### src/rtl/pli_pkg.sv
// ----------------------------------------------------------------------------
// pli_pkg
// shared constants for the piecewise linear interpolator
// ----------------------------------------------------------------------------
package pli_pkg;

  localparam int COORD_W            = 32;
  localparam int PROD_W             = 2 * COORD_W;
  localparam int TOTAL_W            = 7;
  localparam int MAX_POINTS_DEFAULT = 64;

  localparam logic OP_APPEND = 1'b0;
  localparam logic OP_QUERY  = 1'b1;

endpackage

### src/rtl/pli_div.sv
// ----------------------------------------------------------------------------
// pli_div
// restoring unsigned divider, one quotient bit per cycle
// ----------------------------------------------------------------------------
module pli_div (
  input  logic                       clk,
  input  logic                       rst,
  input  logic                       start,
  input  logic [pli_pkg::PROD_W-1:0]  dividend,
  input  logic [pli_pkg::COORD_W-1:0] divisor,
  output logic                       done,
  output logic [pli_pkg::COORD_W-1:0] quotient
);

  localparam int W  = pli_pkg::COORD_W;
  localparam int CW = $clog2(W);

  logic          busy;
  logic [CW-1:0] cnt;
  logic [W-1:0]  rem;
  logic [W-1:0]  dvs;
  logic [W-1:0]  lo;
  logic [W:0]    shifted;
  logic          fits;

  assign shifted  = {rem, lo[W-1]};
  assign fits     = shifted >= {1'b0, dvs};
  assign quotient = lo;

  always_ff @(posedge clk) begin
    if (rst) begin
      busy <= 1'b0;
      done <= 1'b0;
      cnt  <= '0;
    end else begin
      done <= 1'b0;
      if (start) begin
        busy <= 1'b1;
        cnt  <= '0;
        rem  <= dividend[pli_pkg::PROD_W-1:W];
        lo   <= dividend[W-1:0];
        dvs  <= divisor;
      end else if (busy) begin
        rem <= fits ? W'(shifted - {1'b0, dvs}) : shifted[W-1:0];
        lo  <= {lo[W-2:0], fits};
        cnt <= cnt + 1'b1;
        if (cnt == CW'(W - 1)) begin
          busy <= 1'b0;
          done <= 1'b1;
        end
      end
    end
  end

endmodule

### config.mk
export PLATFORM = sky130hd
export DESIGN_NAME = pli_div
export DESIGN_NICKNAME = d
export VERILOG_FILES = /design/src/rtl/pli_pkg.sv /design/src/rtl/pli_div.sv
export SDC_FILE = /design/constraint.sdc
export NUM_CORES = 1
export LEC_CHECK = 0
export ABC_AREA = 1
export BUFFER_PORTS_ARGS = -buffer_cell sky130_fd_sc_hd__clkbuf_2
export CAP_MARGIN = 20
export CORE_MARGIN = 2
export CORE_UTILIZATION = 25
export CTS_CLUSTER_SIZE = 14
export DETAILED_ROUTE_END_ITERATION = 16
export REMOVE_ABC_BUFFERS = 1
export SYNTH_ARGS = -nofsm -noshare
export SYNTH_HDL_FRONTEND = slang
export SYNTH_SLANG_ARGS = --single-unit
### constraint.sdc
create_clock -name clk -period 7.5 [get_ports clk]
set_input_delay 0.75 -clock clk [delete_from_list [all_inputs] [get_ports clk]]
set_output_delay 0.75 -clock clk [all_outputs]
set_load 0.02 [all_outputs]
==> results of run 1 <==
synth_stat cells (all sizes together):
cell type  number
dfxtp           7
buf            13
o21a            1
xnor2          14
o21bai          1
a31oi           1
fa              1
ha             34
o21ai           3
clkbuf         11
edfxtp         96
inv           165
a21oi          21
nand3b         25
nand4          10
nand2         449
nor3            9
nor4            1
nand3          68
nor2           51
and2            2
a21o            1
or2             1
worst paths after layout:
kind	from	cells after the start	to	slack (ns)
setup reg to reg	rem[25]	14	rem[31]	4.55
setup / recovery	rem[25]	14	rem[31]	4.55
hold reg to reg	cnt[4]	2	cnt[4]	0.47
hold / removal	cnt[4]	2	cnt[4]	0.47
layout by cell type, fill, tap and decap left out, types with 2 or more instances in the layout:
| cell | count |
|---|---|
| nand2_2 | 5 |
| inv_8 | 2 |
| nand3_1 | 67 |
| inv_1 | 162 |
| and2_1 | 2 |
| inv_6 | 2 |
| ha_1 | 34 |
| inv_2 | 3 |
| o21ai_0 | 3 |
| edfxtp_1 | 96 |
| a21oi_1 | 20 |
| nor2_2 | 8 |
| clkbuf_2 | 131 |
| dfxtp_1 | 7 |
| clkbuf_16 | 10 |
| nand3b_1 | 25 |
| buf_4 | 5 |
| nand4_1 | 10 |
| xnor2_1 | 14 |
| nand2_1 | 444 |
| nor3_1 | 9 |
| nor2_1 | 42 |
stage by stage:
step | hold WS [ns] | total power, mW | setup slack (ns) | util
6_report | 0.471 | 1.69 | 4.55 | 0.303
4_1_cts | 0.475 | 1.71 | 4.47 | 0.302
3_3_place_gp | 0.456 | 1.21 | 4.44 | 0.291
3_5_place_dp | 0.462 | 1.21 | 4.35 | 0.291
5_1_grt | 0.512 | 1.81 | 4.16 | 0.303
2_1_floorplan | 0.444 | 1.06 | 4.20 | -
worst min-delay path, cell delays in order, from the launching register on:
cell	delay, ns
dfxtp_1	0.32
nand2_1	0.06
a21oi_1	0.05
state kept, by name, summed over array words and instances, names as in the netlist:
name / count
busy: 1
cnt: 5
dvs: 32
done: 1
quotient: 32
rem: 32
layer usage:
layer,GRT usage,wire [um]
met1,0.202,10300
met2,0.233,9080
met3,0.0249,824
met4,0.0285,164
met5,0,0
cells by family after synthesis:
logic type | share of synthesized area
flops | 0.426
xor+xnor | 0.0173
simple gates | 0.363
fa+ha+maj | 0.0628
compound gates | 0.0215
buf+inv | 0.109
power by group through the flow:
| stage | registers (mW) | logic (mW) | clock network [mW] |
|---|---|---|---|
| floorplan | 0.727 | 0.330 | 0 |
| global placement | 0.716 | 0.489 | 0 |
| detailed placement | 0.716 | 0.492 | 0 |
| CTS | 0.704 | 0.494 | 0.512 |
| global route | 0.709 | 0.569 | 0.529 |
| finish | 0.704 | 0.491 | 0.495 |
cell type report:
| type | count | area, um2 | area share |
|---|---|---|---|
| clock buffers | 10 | 250 | 0.0296 |
| clock inverters | 6 | 55.1 | 0.00652 |
| inverters | 165 | 619 | 0.0733 |
| multi-input cells | 693 | 3300 | 0.391 |
| flip-flops and latches | 103 | 3020 | 0.358 |
| well taps | 378 | 473 | 0.0560 |
| repair buffers | 137 | 721 | 0.0853 |
==> run_results.csv, run 1 <==
group,metric,value,unit
timing,max_freq,0.339,GHz
clocking,post_cts_resized,0,
timing,rsz0062_at_grt,"no",
global_route,grt_pass1_wl,33200,um
clocking,clkLatencyLatePin,0.37,ns
routing,via_per_inst,4.15,
power_and_ir_drop,switching_share,0.341,
setup_path,arrival,3.08,ns
synthesis,yosysWarningCount,0,
global_route,grt-ovfl-total,0,
power_and_ir_drop,switching_power,576,uW
clocking,clk_pin_slew,0.09,ns
power_and_ir_drop,combPwrFrac,0.291,
routing,first_pass_iters,6,
setup_path,required,7.63,ns
clocking,cts-root-buf,"clkbuf_16",
timing,fin_skew,0.0175,ns
place,dpl_cell_area,8110,um2
clocking,hold_buffers,0,
global_route,grt_pass1_vias,6247,
final_layout,fillCellCount,3070,
status,status,"complete, no violations",
routing,drc,0,
power_and_ir_drop,internal-power,1.11,mW
setup_path,path_delay_family,"simple AND/OR/NAND/NOR gates",
die,pin_count,132,
synthesis,synth.ff_latch_count,103,
clocking,clock_sinks,103,
setup_path,cp_slowest_stage_delay,0.40,ns
final_layout,antenna_cells,0,
routing,vias,6186,
setup_path,cp-start-kind,"flop",
clocking,post_cts_buffers,0,
final_layout,layout-drive-gt1-share,0.155,
timing,final_hold_viol_count,0,
clocking,h-tree-depth,3,
clocking,cts_tree,"built",
global_route,grt_max_degree,68,
global_route,antenna_found_initial,0,
synthesis,syn-cell-area,7090,um2
power_and_ir_drop,p_leak,4.41,nW
timing,tns,0,ns
min_path,min-delay-path-class,"flop to flop",
die,die_h,172,um
final_layout,nets,1243,
setup_path,critPathMostFrequentCell,"nand2_1",
synthesis,synth.avg_cell_area,7.20,um2
setup_path,worstSetupEndpointType,"flop",
setup_path,cpMaxStageDelayCell,"edfxtp_1",
routing,wl,20400,um
place,gp_congestion,0.902,
final_layout,area_growth,19.1,%
synthesis,yosysTopAreaCell,"edfxtp_1",
routing,drt_iter0_markers,391,
synthesis,synthCells,985,
final_layout,final_cells,1492,
place,place_hpwl,15600,um
timing,fin_crit,2.95,ns
timing,tightestPinTransition,0.770,ns
place,port_buffers,131,
run,drv_cap,0,
routing,ant_nets,0,
power_and_ir_drop,pwr-share-seq,0.416,
synthesis,synthTopCellsByArea,"edfxtp_1, nand2_1, inv_1",
die,core_area,27900,um2
setup_path,path_class,"flop to flop",
die,rows,61,
timing,relSlewSlack,0.487,
final_layout,postLayoutCellArea,8440,um2
synthesis,synth_top_area_frac,0.406,
timing,maxSlewViolCount,0,
setup_path,path_cells,"ha_1 > nand2_1 > nor2_1 > nand3_1 > nor2_1 > nand2_1 > nand2_1 > nor2_2 > buf_4 > nand2_2 > buf_4 > nand3_1 > nand2_1 > nand2_1",
clocking,cts_buffer_depth,2,
die,start_util,0.255,
timing,setup_violations,0,
global_route,grtUsageTotal,0.144,
place,dp.cells,1475,
routing,avgRoutedWirePerCell,13.6,um
synthesis,synth.distinct_cells,31,
power_and_ir_drop,peakVddDrop,132,uV
power_and_ir_drop,p_per_area,200,nW/um2
synthesis,yosysSeqAreaShare,0.426,
setup_path,crit_fanout,33,
setup_path,critPathBufInv,2,
timing,fin_crit_sh,0.394,
die,die_w,172,um
power_and_ir_drop,p_clk_frac,0.293,
die,dieArea,29700,um2
clocking,cts_buffers,9,
No activity file was read; power rests on OpenSTA's default activity.
==> run 2: changes to the inputs <==
ABC_AREA = 0   (was 1)
clock period = 2.9 ns   (was 7.5 ns; I/O delays follow)
==> run 2 against run 1 <==
Sequential power increased to 2.6 times the previous value. Synthesized area down 13%. First-iteration DRC count fell by 38%. Global-route usage shrank 1.4 points. Combinational power rose to 2.7 times the previous value. Power grew to 2.7 times the previous value. Fmax grew 3.6%. Die area shrank 12%.
==> run_results.csv, run 2 <==
group,metric,value,unit
status,status,"complete, no violations",
setup_path,cp_slowest_stage_delay,0.45,ns
global_route,grt-ovfl-total,0,
routing,drt_iter0_markers,244,
final_layout,layout-drive-gt1-share,0.360,
final_layout,postLayoutCellArea,8110,um2
clocking,h-tree-depth,3,
setup_path,worstSetupEndpointType,"flop",
clocking,cts_buffers,9,
final_layout,final_common_cell,"clkbuf_2",
clocking,cts-root-buf,"clkbuf_16",
place,port_buffers,131,
power_and_ir_drop,pwr-share-seq,0.406,
synthesis,synthCells,584,
die,pin_count,132,
clocking,clkLatencyLatePin,0.37,ns
synthesis,synth_top_area_frac,0.465,
routing,drc,0,
synthesis,yosysTopAreaCell,"edfxtp_1",
routing,avgRoutedWirePerCell,15.7,um
global_route,grt_pass1_wl,26600,um
global_route,grt_max_degree,65,
power_and_ir_drop,p_per_area,558,nW/um2
power_and_ir_drop,internal-power,3.10,mW
power_and_ir_drop,switching_share,0.315,
final_layout,final_cell_mix,"clkbuf_2, edfxtp_1, nand2_1",
power_and_ir_drop,combPwrFrac,0.297,
final_layout,final_util,0.333,
clocking,hold_buffers,0,
clocking,cts_buffer_depth,2,
global_route,grt_pass1_vias,5010,
routing,first_pass_iters,5,
synthesis,synth.distinct_cells,57,
die,core_area,24300,um2
power_and_ir_drop,peakVddDrop,279,uV
timing,rsz0062_at_grt,"yes",
power_and_ir_drop,p_leak,3.34,nW
timing,max_freq,0.351,GHz
timing,fin_skew,0.0201,ns
setup_path,arrival,2.98,ns
setup_path,path_class,"flop to flop",
final_layout,area_growth,30.8,%
timing,hold-worst-slack,0.0881,ns
timing,final_hold_viol_count,0,
clocking,cts_tree,"built",
synthesis,syn-cell-area,6200,um2
synthesis,synthTopCellsByArea,"edfxtp_1, ha_1, mux2_2",
min_path,min-delay-path-class,"primary input to flop",
place,gp_congestion,0.847,
timing,relSlewSlack,0.667,
die,die_w,161,um
synthesis,synth.ff_latch_count,103,
synthesis,synth_commonest_cells,"edfxtp_1, nand2_1, inv_1, ha_1, nand3_1",
timing,fin_crit_sh,0.982,
synthesis,ys_async_sr_fraction,0,
setup_path,path_cells,"ha_4 > nor2b_4 > o21bai_4 > a311oi_2 > o211ai_1 > nor3b_2 > o31a_2 > buf_6 > and3_4 > a221o_1",
setup_path,path_delay_family,"compound AO/OA/AOI/OAI gates",
setup_path,cp-start-kind,"flop",
run,drv_cap,0,
die,rows,57,
timing,setup_violations,0,
die,start_util,0.255,
final_layout,nets,881,
synthesis,synth-edff-count,96,
routing,via_per_inst,4.71,
synthesis,yosysSeqAreaShare,0.488,
clocking,clock_sinks,103,
setup_path,required,3.03,ns
synthesis,yosysWarningCount,0,
timing,fin_crit,2.85,ns
routing,wl,16900,um
synthesis,yosysMostFrequentCell,"edfxtp_1",
power_and_ir_drop,switching_power,1.42,mW
routing,vias,5065,
place,place_hpwl,12700,um
die,dieArea,26100,um2
routing,ant_nets,0,
final_layout,antenna_cells,0,
setup_path,critPathBufInv,1,
synthesis,synthFlopType,"edfxtp_1",
die,die_h,161,um
timing,tightestPinTransition,0.499,ns
place,dpl_cell_area,7520,um2
global_route,grtUsageTotal,0.130,
final_layout,fillCellCount,2470,
setup_path,crit_fanout,6,
global_route,antenna_found_initial,0,
synthesis,synth.avg_cell_area,10.6,um2
clocking,clk_pin_slew,0.09,ns
setup_path,cpMaxStageDelayCell,"edfxtp_1",
power_and_ir_drop,p_clk_frac,0.297,
timing,maxSlewViolCount,0,
==> run 2: worst paths after layout <==
path / cells past startpoint / to / slack [ns] / start
worst max-delay path: 10 / rem[20] / 0.05 / rem[0]
worst min-delay path: 1 / dvs[25] / 0.09 / divisor[25]
worst max register to register: 10 / rem[20] / 0.05 / rem[0]
worst min register to register: 2 / cnt[4] / 0.51 / cnt[4]
==> run 2: power by group through the flow <==
stage | combinational, mW | sequential (mW) | clock [mW]
CTS | 1.27 | 1.83 | 1.38
global placement | 1.25 | 1.86 | 0
floorplan | 0.754 | 1.89 | 0
finish | 1.34 | 1.84 | 1.34
global route | 1.48 | 1.85 | 1.42
detailed placement | 1.26 | 1.86 | 0
==> run 2: kinds of logic (layout without fill, tap and decap cells) <==
family | Yosys count | in the layout | synth area share
flops | 103 | 103 | 0.488
buf+inv | 74 | 242 | 0.0483
xor+xnor | 29 | 29 | 0.0410
mux | 42 | 42 | 0.0745
fa+ha+maj | 35 | 35 | 0.0719
compound gates | 133 | 133 | 0.147
simple gates | 168 | 168 | 0.129
==> run 2: per-stage QoR <==
stage	total power [mW]	instances	worst slack, ns	setup TNS, ns
final	4.52	1076	0.0512	0
after global routing	4.76	1076	-0.0411	-0.160
after CTS	4.49	1070	0.0220	0
after detailed placement	3.12	1053	-0.0542	-0.260
after global placement	3.11	1053	0.0426	0
after floorplan	2.64	554	-0.797	-67.31
==> run 2: cell type report <==
class | instances | area (um2) | share of cell area
Multi-Input combinational cell | 407 | 3080 | 0.381
Sequential cell | 103 | 3020 | 0.373
Timing Repair Buffer | 182 | 1110 | 0.137
Tap cell | 324 | 405 | 0.0500
Clock buffer | 9 | 225 | 0.0278
Inverter | 44 | 165 | 0.0204
Clock inverter | 7 | 95.1 | 0.0117
==> run 2: repair_timing <==
| action | in CTS | in global routing |
|---|---|---|
| buffers inserted | 1 | 6 |
| endpoints found under the setup margin | 19 | 31 |
| pin swaps | 1 | 14 |
| resized for setup | 2 | 38 |
==> run 2: metal layers <==
metal  part of all wire  track usage
met2               0.46        0.204
met1               0.45        0.168
met5                  0            0
met3              0.083       0.0473
met4              0.012       0.0377
